### config.mk
export PLATFORM = sky130hd
export DESIGN_NAME = lifo_stack_with_search
export DESIGN_NICKNAME = d
export VERILOG_FILES = /design/src/rtl/lss_pkg.sv /design/src/rtl/lss_cell.sv /design/src/rtl/lifo_stack_with_search.sv
export SDC_FILE = /design/constraint.sdc
export NUM_CORES = 1
export LEC_CHECK = 0
export BUFFER_PORTS_ARGS = -buffer_cell sky130_fd_sc_hd__buf_2
export CAP_MARGIN = 25
export CORE_MARGIN = 3
export CORE_UTILIZATION = 35
export CTS_BUF_LIST = sky130_fd_sc_hd__clkbuf_4 sky130_fd_sc_hd__clkbuf_8
export DETAILED_ROUTE_END_ITERATION = 8
export PLACE_DENSITY_LB_ADDON = 0.12
export SLEW_MARGIN = 20
export SYNTH_ARGS = -nofsm -noshare
export SYNTH_HDL_FRONTEND = slang
export SYNTH_SLANG_ARGS = --single-unit
### constraint.sdc
create_clock -name clk -period 11.1 [get_ports clk]
set_input_delay 2.22 -clock clk [delete_from_list [all_inputs] [get_ports clk]]
set_output_delay 2.22 -clock clk [all_outputs]
set_load 0.01 [all_outputs]
### src/rtl/lss_pkg.sv
// Shared types and codes for the LIFO stack with search.
// Depends on nothing; every other file imports it.
package lss_pkg;

	// Fixed port widths.
	localparam int unsigned REQ_W    = 2;
	localparam int unsigned VALUE_W  = 32;
	localparam int unsigned STATUS_W = 2;
	localparam int unsigned INDEX_W  = 4;
	localparam int unsigned COUNT_W  = 5;

	// Request codes.
	localparam logic [REQ_W-1:0] REQ_PUSH   = 2'd0;
	localparam logic [REQ_W-1:0] REQ_POP    = 2'd1;
	localparam logic [REQ_W-1:0] REQ_SEARCH = 2'd2;
	localparam logic [REQ_W-1:0] REQ_NOP    = 2'd3;

	// Status codes.
	localparam logic [STATUS_W-1:0] STAT_OK    = 2'd0;
	localparam logic [STATUS_W-1:0] STAT_EMPTY = 2'd1;
	localparam logic [STATUS_W-1:0] STAT_FULL  = 2'd2;

	// Control broadcast to every storage cell.
	typedef struct packed {
		logic load;   // capture compare result into the match flag
		logic shift;  // take the match flag of the cell above
	} lss_cell_ctrl_t;

endpackage

### src/rtl/lss_cell.sv
// One storage cell of the stack: a word register and a match flag that
// moves one cell toward the bottom per search step. Depends on lss_pkg.
module lss_cell #(
	parameter int unsigned DATA_WIDTH = 32
) (
	input  logic                    clk,
	input  logic                    arst_n,
	input  lss_pkg::lss_cell_ctrl_t ctrl,
	input  logic                    wr_en,
	input  logic [DATA_WIDTH-1:0]   din,
	input  logic [DATA_WIDTH-1:0]   key,
	input  logic                    in_range,
	input  logic                    flag_in,
	output logic                    flag_out
);
	import lss_pkg::*;

	logic [DATA_WIDTH-1:0] entry_q;
	logic                  flag_q;

	always_ff @(posedge clk) begin
		if (wr_en) begin
			entry_q <= din;
		end
	end

	always_ff @(posedge clk or negedge arst_n) begin
		if (!arst_n) begin
			flag_q <= 1'b0;
		end else if (ctrl.load) begin
			flag_q <= in_range && (entry_q == key);
		end else if (ctrl.shift) begin
			flag_q <= flag_in;
		end
	end

	assign flag_out = flag_q;

endmodule

### src/rtl/lifo_stack_with_search.sv
// Top level of the fixed-depth LIFO stack with key search.
// Depends on lss_pkg and lss_cell.
//
// Send a request by raising start with req_type and value while busy is low;
// that beat is taken at the clock edge. Push, pop and the unused code 3 never
// raise busy: the result beat shows on the next cycle and the block takes a
// new request in that same cycle. A search holds busy high while match flags,
// loaded by a parallel compare in every cell, shift one cell per cycle toward
// the bottom cell. Busy falls once the lowest hit, at position k, reaches the
// bottom cell, or on a miss once the walk has passed every held entry. The
// result beat shows in the cycle in which busy falls, and a new request can be
// taken in that cycle. Each result beat is on the output ports for exactly one
// cycle, marked by done; there is no backpressure, so capture it when done is
// high. A pop on an empty stack and a push on a full one report an error
// status and leave the stack as is.
module lifo_stack_with_search #(
	parameter int unsigned DEPTH      = 16,
	parameter int unsigned DATA_WIDTH = 32
) (
	input  logic                               clk,
	input  logic                               arst_n,
	input  logic                               start,
	output logic                               busy,
	input  logic [lss_pkg::REQ_W-1:0]          req_type,
	input  logic signed [lss_pkg::VALUE_W-1:0] value,
	output logic                               done,
	output logic [lss_pkg::STATUS_W-1:0]       status,
	output logic                               found,
	output logic [lss_pkg::INDEX_W-1:0]        match_index,
	output logic [lss_pkg::COUNT_W-1:0]        element_count,
	output logic                               is_empty
);
	import lss_pkg::*;

	localparam int unsigned CW = $clog2(DEPTH + 1);
	localparam logic [CW-1:0] FULL_COUNT = CW'(DEPTH);

	localparam logic S_IDLE   = 1'b0;
	localparam logic S_SEARCH = 1'b1;

	logic                  state_q;
	logic [CW-1:0]         count_q;
	logic [CW-1:0]         pos_q;
	logic [DATA_WIDTH-1:0] key_q;
	logic                  done_q;
	logic [STATUS_W-1:0]   status_q;
	logic                  found_q;
	logic [INDEX_W-1:0]    index_q;
	logic [COUNT_W-1:0]    count_out_q;
	logic                  empty_q;

	logic                  accept;
	logic [DATA_WIDTH-1:0] word;
	logic                  scan_end;
	lss_cell_ctrl_t        cell_ctrl;
	logic [DEPTH-1:0]      wr_en;
	logic [DEPTH-1:0]      flag;
	logic [DEPTH:0]        flag_chain;

	assign busy   = (state_q == S_SEARCH);
	assign accept = start && !busy;
	// Keep the low DATA_WIDTH bits of the beat; widen by sign.
	assign word   = DATA_WIDTH'(value);

	// Scan is over once the walk has passed every held entry.
	assign scan_end = (pos_q == count_q);

	assign cell_ctrl.load  = accept && (req_type == REQ_SEARCH);
	assign cell_ctrl.shift = busy && !scan_end && !flag[0];

	// Top cell takes a cleared flag when the chain shifts down.
	assign flag_chain[DEPTH] = 1'b0;

	for (genvar i = 0; i < DEPTH; i++) begin : g_cell
		// Push writes the cell just above the current top.
		assign wr_en[i] = accept && (req_type == REQ_PUSH) && (count_q == CW'(i));

		lss_cell #(
			.DATA_WIDTH (DATA_WIDTH)
		) u_cell (
			.clk      (clk),
			.arst_n   (arst_n),
			.ctrl     (cell_ctrl),
			.wr_en    (wr_en[i]),
			.din      (word),
			.key      (key_q),
			.in_range (count_q > CW'(i)),
			.flag_in  (flag_chain[i+1]),
			.flag_out (flag[i])
		);

		assign flag_chain[i] = flag[i];
	end

	// The compare in each cell uses the key in the same cycle as start, so
	// route the incoming word directly while loading.
	always_comb begin
		key_q = word;
	end

	// Control: stack count, search walk and done strobe.
	always_ff @(posedge clk or negedge arst_n) begin
		if (!arst_n) begin
			state_q <= S_IDLE;
			count_q <= '0;
			pos_q   <= '0;
			done_q  <= 1'b0;
		end else begin
			done_q <= 1'b0;
			if (busy) begin
				if (scan_end || flag[0]) begin
					// Hit or miss settled: emit the beat and drop busy.
					state_q <= S_IDLE;
					done_q  <= 1'b1;
				end else begin
					// Advance the walk by one cell.
					pos_q <= pos_q + CW'(1);
				end
			end else if (accept) begin
				unique case (req_type)
					REQ_PUSH: begin
						if (count_q != FULL_COUNT) begin
							count_q <= count_q + CW'(1);
						end
						done_q <= 1'b1;
					end
					REQ_POP: begin
						if (count_q != '0) begin
							count_q <= count_q - CW'(1);
						end
						done_q <= 1'b1;
					end
					REQ_SEARCH: begin
						state_q <= S_SEARCH;
						pos_q   <= '0;
					end
					REQ_NOP: begin
						done_q <= 1'b1;
					end
					default: begin
						done_q <= 1'b1;
					end
				endcase
			end
		end
	end

	// Result payload; only meaningful while done is high.
	always_ff @(posedge clk) begin
		if (busy) begin
			status_q    <= STAT_OK;
			found_q     <= !scan_end && flag[0];
			index_q     <= (!scan_end && flag[0]) ? INDEX_W'(pos_q) : '0;
			count_out_q <= COUNT_W'(count_q);
			empty_q     <= (count_q == '0);
		end else if (accept) begin
			found_q <= 1'b0;
			index_q <= '0;
			unique case (req_type)
				REQ_PUSH: begin
					if (count_q == FULL_COUNT) begin
						status_q    <= STAT_FULL;
						count_out_q <= COUNT_W'(count_q);
						empty_q     <= (count_q == '0);
					end else begin
						status_q    <= STAT_OK;
						count_out_q <= COUNT_W'(count_q + CW'(1));
						empty_q     <= 1'b0;
					end
				end
				REQ_POP: begin
					if (count_q == '0) begin
						status_q    <= STAT_EMPTY;
						count_out_q <= '0;
						empty_q     <= 1'b1;
					end else begin
						status_q    <= STAT_OK;
						count_out_q <= COUNT_W'(count_q - CW'(1));
						empty_q     <= (count_q == CW'(1));
					end
				end
				REQ_SEARCH: begin
					status_q    <= STAT_OK;
					count_out_q <= COUNT_W'(count_q);
					empty_q     <= (count_q == '0);
				end
				REQ_NOP: begin
					status_q    <= STAT_OK;
					count_out_q <= COUNT_W'(count_q);
					empty_q     <= (count_q == '0);
				end
				default: begin
					status_q    <= STAT_OK;
					count_out_q <= COUNT_W'(count_q);
					empty_q     <= (count_q == '0);
				end
			endcase
		end
	end

	assign done          = done_q;
	assign status        = status_q;
	assign found         = found_q;
	assign match_index   = index_q;
	assign element_count = count_out_q;
	assign is_empty      = empty_q;

endmodule

# Yosys cells after proc, flatten, opt, wreduce, memory -nomap -nowiden
# Cells that the tools add are included.
# op_classes
muxes	65
n_lt_le_gt_ge	16
n_eq_ne	40
reduce_logical	53
bitwise	1
addsub	3
# op_table
op	count
$eq A32 B32 Y1	16
$mux W5	10
$mux W1	47
$eq A5 B4 Y1 const B	8
$gt A5 B4 Y1 const B	8
$logic_and A1 B1 Y1	38
$eq A5 B3 Y1 const B	4
$gt A5 B3 Y1 const B	4
$pmux W5 S3	1
$mux W4	3
$add A5 B1 Y5 const B	2
$eq A5 B2 Y1 const B	2
$gt A5 B1 Y1 const B	2
$gt A5 B2 Y1 const B	2
$pmux W5 S2	1
$reduce_bool A2 Y1	4
$pmux W2 S3	1
$eq A5 B1 Y1 const B	1
$eq A5 B5 Y1	1
$eq A5 B5 Y1 const B	1
$logic_not A5 Y1	1
$ne A5 B5 Y1 const B	1
$reduce_and A5 Y1	1
$reduce_bool A5 Y1	1
14 further kinds	18
# word_totals
wordCells	219
input_bits	37
ff_bits	553
output_inout_bits	15

# Logic depth before layout (Yosys ltp)
# Gate-level depths: netlist of run 1.
# depth
depth_word	6
mapped_depth	9
depth_no_buf	7

# Modules after synthesis
# Synthesis of run 1 repeated with hierarchy kept, for this count alone.
# unflattened
hier_cells	1472
area_unflattened_um2	23480.0
# by_module_without_submodules
mod	seq_area_each_um2	area_each_um2	instances	cells_per_inst
lss_cell	985.9	1355.0	16	79
lifo_stack_with_search	670.6	1799.2	1	208

# Least setup slack after synthesis of run 1
# No wires, ideal clock.
# synth_path
kind	input-to-reg
startpoint	in req_type[0] (netlist name)
endpoint	reg g_cell[6].u_cell.entry_q[0], enable pin
setup_time_ps	421
cell_stages	6
required_ps	10679
n_path_buf	1
setup_slack_ps	6297
arrival_ps	4382
cell_sequence	buf_6 -> nor2_1 -> nand3b_1 -> nor2_1 -> nand3b_1 -> nor2_1
# synth_between
elab_chain_cells	3
# synth_rtl
element	line_no	rtl
start: declaration	lifo_stack_with_search.sv:24	input logic [lss_pkg::REQ_W-1:0] req_type,
$logic_not A2 Y1	lifo_stack_with_search.sv:76	assign wr_en[i] = accept && (req_type == REQ_PUSH) && (count_q == CW'(i));
$logic_and A1 B1 Y1 (2 in series)	lifo_stack_with_search.sv:76	
via g_cell[6].u_cell.wr_en	lss_cell.sv:9	input logic wr_en,
end signal: assignment	lss_cell.sv:23	entry_q <= din;
end: declaration	lss_cell.sv:18	logic [DATA_WIDTH-1:0] entry_q;
# The timed path passes the listed nets, and every way through them passes these cells.
# A chain may end at the register's enable or synchronous reset.

# Worst setup path in the final report of run 1
# layout_path
startpoint	in req_type[0] (netlist name)
endpoint	reg g_cell[8].u_cell.entry_q[16], enable pin
# layout_between
elab_chain_cells	3
# layout_rtl
element	line_no
$logic_not A2 Y1	lifo_stack_with_search.sv:76
$logic_and A1 B1 Y1 (2 in series)	lifo_stack_with_search.sv:76
via g_cell[8].u_cell.wr_en	lss_cell.sv:9
end signal: assignment	lss_cell.sv:23
end: declaration	lss_cell.sv:18
# The timed path passes the listed nets, and every way through them passes these cells.

==> impl_metrics.yaml, run 1 <==
timing:
  tns_ns: 0
  period_share: 0.374
  fmax_mhz: 241
  finalSetupViolCount: 0
  timing.final.hold_violations: 0
  worst_slew_pin_slew_ns: 0.957
  relSlewSlack: 0.360
  rsz0062_at_grt: "no"
  layout_min_cycle_time_ns: 4.15
  finalMaxSlewViolations: 0
  skew_ns: 0.0303
clock_tree:
  numCtsBuffers: 98
  path_clk_slew_ns: 0.06
  clockBufferDepth: 3
  htree_levels: 3
  holdBufCountCts: 0
  cts_sinks: 553
  cts_resized: 0
  clock-root-buffer: "clkbuf_8"
  post_cts_buffers: 0
  cts_tree: "yes"
  clk_latency_ns: 0.67
worst_setup_path:
  cp-start-kind: "input port"
  worstPathRequired_ns: 11.37
  crit_type: "in -> reg"
  cp_slowest_cell: "nor2_4"
  endpoint_kind: "flop"
  cp_max_fo: 32
  cp_data_arrival_time_ns: 4.42
  slowest_delay_ns: 0.81
  critical_path.cell_chain: "buf_2 > nor2_1 > nand3b_1 > nor2_1 > nand3b_1 > nor2_4"
floorplanning:
  die_x_um: 266
  coreArea_um2: 66300
  die_h_um: 266
  dieArea_um2: 70800
  pin_count: 52
  num_rows: 94
  start_util: 0.357
grt:
  met3_usage: 0.0342
  use_met1: 0.253
  gr-total-overflow: 0
  use_met2: 0.289
  antenna_found_initial: 1
  grt_pass1_wl_um: 92000
  top_usage_layer: "met2"
  grt_pass1_vias: 13100
  grt_use_total: 0.180
  grt_max_degree: 33
route:
  detail_route.wirelength_um: 63300
  drtIter0Drc: 987
  antenna_left: 0
  wl_per_cell_um: 24.3
  vias_per_cell: 4.97
  drc: 0
  dr_total_vias: 13000
  firstDrtPassIters: 5
power:
  powerDensity_nw_per_um2: 185
  power_leakage_uw: 0.00867
  peakVddDrop_uv: 79.0
layout:
  nFillCells: 6242
  nets: 1704
  fin_area_um2: 27000
  regArea_um2: 16400
  multi_input_area_um2: 6830
  drive_gt1_frac: 0.168
  area_delta_synth_final_pct: 14.1
placement:
  gp_congestion: 0.784
  dpl-instance-area_um2: 25000
  io_buffers: 51
  detailed_place_hpwl_um: 34800
job:
  maxCapViolations: 0
synth:
  synth.largest_area_cell: "edfxtp_1"
  synth.top_cell.area_share: 0.664
  yosys-top-cells-area: "edfxtp_1, xnor2_1, xor2_1"
  syn_inst: 1542
  synth_top_flop_cell: "edfxtp_1"
  yosysSeqAreaShare: 0.695
  avgSynthCellArea_um2: 15.3
  yosysWarnings: 0
  ys_types: 49
  syn_nets: 1586
  netlist_area_um2: 23700
  ys_ff_latch: 553
  async_reset_ff_frac: 0.0506
  synth_edf_count: 523
min_path:
  hp-class: "reg -> reg"
run_status:
  run_status: "finished, final reports clean"
-- sequential cells by signal, indices dropped and copies added, names as in the netlist, 2 cells and up --
name	flops
count_q	5
element_count	5
pos_q	5
status	2
g_cell.u_cell.flag_out	16
match_index	4
g_cell.u_cell.entry_q	512
-- kinds of logic (layout without fill, tap and decap cells) --
| kind of cell | after synthesis | in the layout | synth area share |
|---|---|---|---|
| buffers and inverters | 93 | 291 | 0.0179 |
| and+or+nand+nor | 280 | 280 | 0.0676 |
| AOI/OAI and AO/OA | 83 | 83 | 0.0208 |
| DFF | 553 | 553 | 0.695 |
| adders and majority gates | 7 | 7 | 0.00370 |
| muxes | 5 | 5 | 0.00217 |
| xor gates and xnor gates | 521 | 521 | 0.193 |
| other | 0 | 3 | 0 |
-- layout make-up --
type                       instances  area share
antenna                            3    0.000278
clock buffer                     160      0.0693
clock inverter                    20     0.00357
inverter                          10     0.00139
multi-input combinational        896       0.253
sequential                       553       0.609
tap                              864      0.0400
timing repair buffer             101      0.0234
-- per-layer routing --
metal  vias up  part of all wire
met5         -                 0
met4         0             0.019
met3        98             0.041
met2       283              0.47
met1      6687              0.47
li1       5886                 -
-- Yosys cell counts (4+ instances only) --
cell,n
edfxtp_1,523
xnor2_1,311
xor2_1,210
nand4_1,92
nor4_1,61
buf_2,47
nor2_1,42
o21ai_0,33
clkbuf_1,32
dfrtp_1,28
nand3_1,21
a21oi_1,20
nor3_1,16
nand2_1,15
and2_1,10
inv_1,10
ha_1,7
a31oi_1,5
o22ai_1,5
mux2i_1,4
-- placed cells by master (no fill, tap or decap), types with 16 or more instances in the layout --
cell type    n
nand4_1     92
nor4_1      61
a21oi_1     20
dfrtp_1     28
edfxtp_1   523
buf_4       50
xnor2_1    311
clkbuf_8   107
xor2_1     210
nand3_1     21
clkbuf_4    53
nor3_1      16
buf_2       51
o21ai_0     33
nor2_1      29
-- worst max-delay path: cells and delay by family --
kind | cells | cell delay, ns
buffers and inverters | 1 | 0.14
and+or+nand+nor | 5 | 2.02
-- power by group --
part / leakage [µW] / internal [µW] / switching [µW] / total, µW
Sequential: 0.00508 / 2390 / 118 / 2510
Combinational: 0.00253 / 197 / 401 / 598
Clock: 0.00106 / 1060 / 826 / 1890
Total: 0.00867 / 3650 / 1340 / 4990
-- path summary, 6_finish.rpt --
| kind | from | slack [ns] | endpoint | cells past startpoint |
|---|---|---|---|---|
| worst max-delay path | req_type[0] | 6.95 | g_cell[8].u_cell.entry_q[16]$_DFFE_PP_ | 6 |
| worst min-delay path | status[1]$_SDFFE_PP0P_ | 0.49 | status[1]$_SDFFE_PP0P_ | 2 |
| worst max register to register | count_q[1]$_DFFE_PN0P_ | 8.14 | g_cell[0].u_cell.entry_q[3]$_DFFE_PP_ | 5 |
| worst min register to register | status[1]$_SDFFE_PP0P_ | 0.49 | status[1]$_SDFFE_PP0P_ | 2 |
| max in group asynchronous | arst_n | 8.82 | g_cell[9].u_cell.flag_out$_DFFE_PN0P_ | 1 |
| min in group asynchronous | arst_n | 1.68 | count_q[4]$_DFFE_PN0P_ | 1 |
-- metrics by stage --
step / total power (µW) / util / setup WS (ns) / hold WS [ns] / std cells
2_1_floorplan: 2870 / - / 6.30 / 0.463 / 1542
3_3_place_gp: 3150 / 0.377 / 6.48 / 0.477 / 2424
3_5_place_dp: 3150 / 0.377 / 6.39 / 0.480 / 2424
4_1_cts: 5050 / 0.407 / 7.11 / 0.489 / 2604
5_1_grt: 5210 / 0.407 / 6.93 / 0.509 / 2605
6_report: 4990 / 0.407 / 6.95 / 0.488 / 2607
Power figures use the tool's default switching activity.
==> inputs of run 2 (changes only) <==
clock period = 3.61 ns   (was 11.1 ns; I/O delays follow)
==> run 2 against run 1 <==
  * Sequential power grew to 3.0 times the previous value
  * Highest routed layer unchanged
  * Power rose to 3.1 times the previous value
  * Final area rose by 2.7%
  * Largest cell class unchanged
  * Register-to-register slack worse by 7.3 ns
  * Count of clock-buffer cells in the layout is 25 lower
  * Combinational power grew to 3.5 times the previous value
  * Cell count rose by 2.3%
  * Critical path depth shrank 1
  * Hold slack worse by 0.36 ns
==> impl_metrics.yaml, run 2 (same netlist as run 1, synthesis figures left out) <==
route:
  antenna_left: 0
  wl_per_cell_um: 24.2
  vias_per_cell: 4.94
  drtIter0Drc: 977
  drc: 0
  detail_route.wirelength_um: 64400
  firstDrtPassIters: 5
  dr_total_vias: 13200
grt:
  grt_use_total: 0.184
  antenna_found_initial: 2
  grt_max_degree: 33
  gr-total-overflow: 0
  grt_pass1_vias: 13300
  grt_pass1_wl_um: 93600
worst_setup_path:
  crit_type: "reg -> reg"
  cp-start-kind: "flop"
  reg2reg_depth: 5
  critPathTopFamily: "simple AND/OR/NAND/NOR gates"
  critical_path.cell_chain: "inv_1 > ha_1 > or4b_2 > nor2_2 > buf_4"
  slowest_delay_ns: 0.71
  worstPathRequired_ns: 3.93
  cp_max_fo: 32
  r2r_slack_ns: 0.89
  r2r_end: "g_cell[0].u_cell.entry_q[26]$_DFFE_PP_"
  endpoint_kind: "flop"
  reg2reg_from: "count_q[0]$_DFFE_PN0P_"
  cp_slowest_cell: "or4b_2"
  cp_data_arrival_time_ns: 3.04
  critPathBufInv: 2
layout:
  drive_gt1_frac: 0.186
  finish.utilization: 0.418
  area_delta_synth_final_pct: 17.1
  regMostFlops: "g_cell.u_cell.entry_q"
  largest_register_ffs: 512
  nets: 1764
  final_common_cell: "edfxtp_1"
  mostFrequentLayoutCells: "edfxtp_1, xnor2_1, xor2_1"
timing:
  finalSetupViolCount: 0
  period_share: 0.755
  skew_ns: 0.0397
  tns_ns: 0
  timing.final.hold_violations: 0
  worst_slew_pin_slew_ns: 0.831
  finalMaxSlewViolations: 0
  fmax_mhz: 367
  layout_min_cycle_time_ns: 2.72
  relSlewSlack: 0.446
  rsz0062_at_grt: "no"
clock_tree:
  cts_tree: "yes"
  cts_sinks: 553
  cts_resized: 0
  htree_levels: 3
  clockBufferDepth: 3
  numCtsBuffers: 96
  clk_latency_ns: 0.69
  post_cts_buffers: 0
  holdBufCountCts: 0
  clock-root-buffer: "clkbuf_8"
  path_clk_slew_ns: 0.07
run_status:
  run_status: "finished, final reports clean"
min_path:
  hp-class: "in -> async"
floorplanning:
  die_h_um: 266
  coreArea_um2: 66300
  pin_count: 52
  num_rows: 94
  start_util: 0.357
  die_x_um: 266
  dieArea_um2: 70800
power:
  power_leakage_uw: 0.00902
  peakVddDrop_uv: 274
  powerDensity_nw_per_um2: 554
placement:
  gp_congestion: 0.807
  detailed_place_hpwl_um: 40100
  io_buffers: 51
job:
  maxCapViolations: 0
## run 2: cell types whose count changed in the layout (fill, tap and decap cells not counted), sizes merged
cell and change:
buf +62, bufinv +2, clkinvlp +1, inv +3
clkinv +17, clkbuf -25
## run 2: worst register-to-register path, cell delays in order, from the launching register on
cell     delay [ns]
dfrtp_1        0.51
inv_1          0.30
ha_1           0.26
or4b_2         0.71
nor2_2         0.15
buf_4          0.40
## run 2: area by class of cell
class                   instances  area [µm²]
repair buffers                163        1430
diodes                          3        7.51
fillers                      6093       38600
flip-flops and latches        553       16400
well taps                     864        1080
clock inverters                43         250
inverters                      10        37.5
multi-input cells             896        6830
clock buffers                 135        1630
## run 2: how the worst max path moves through the flow
stage                      startpoint                                 endpoint  slack (ns)  depth (start not counted)
2_1_floorplan  count_q[0]$_DFFE_PN0P_    g_cell[0].u_cell.entry_q[0]$_DFFE_PP_        0.11                          6
3_3_place_gp              req_type[0]  g_cell[10].u_cell.entry_q[30]$_DFFE_PP_        0.56                          7
3_5_place_dp              req_type[0]  g_cell[10].u_cell.entry_q[30]$_DFFE_PP_        0.52                          7
4_1_cts        count_q[0]$_DFFE_PN0P_   g_cell[0].u_cell.entry_q[26]$_DFFE_PP_        0.88                          5
5_1_grt        count_q[0]$_DFFE_PN0P_   g_cell[0].u_cell.entry_q[26]$_DFFE_PP_        0.77                          5
6_report       count_q[0]$_DFFE_PN0P_   g_cell[0].u_cell.entry_q[26]$_DFFE_PP_        0.89                          5
## run 2: layer usage
metal	vias to the layer above	wire (µm)	track usage
li1	6015	-	-
met1	6778	30500	0.263
met2	313	29800	0.291
met3	75	2980	0.0296
met4	0	1140	0.0528
met5	-	0	0
## run 2: power by group
group | leakage (µW) | switching, µW | internal [µW]
combinational | 0.00294 | 1380 | 724
clock | 0.000995 | 2580 | 3060
sequential | 0.00508 | 258 | 7350
## run 2: through the flow
stage                     hold WS [ns]  power [µW]  cells  setup WS [ns]  cell area (µm²)
after floorplan                  0.426        8830   1542          0.106            23700
after global placement           0.480        9840   2486          0.565            25800
after detailed placement         0.476        9850   2486          0.516            25800
after CTS                       0.0844       15600   2664          0.875            27700
after global routing             0.139       16100   2665          0.765            27700
final                            0.124       15400   2667          0.886            27700
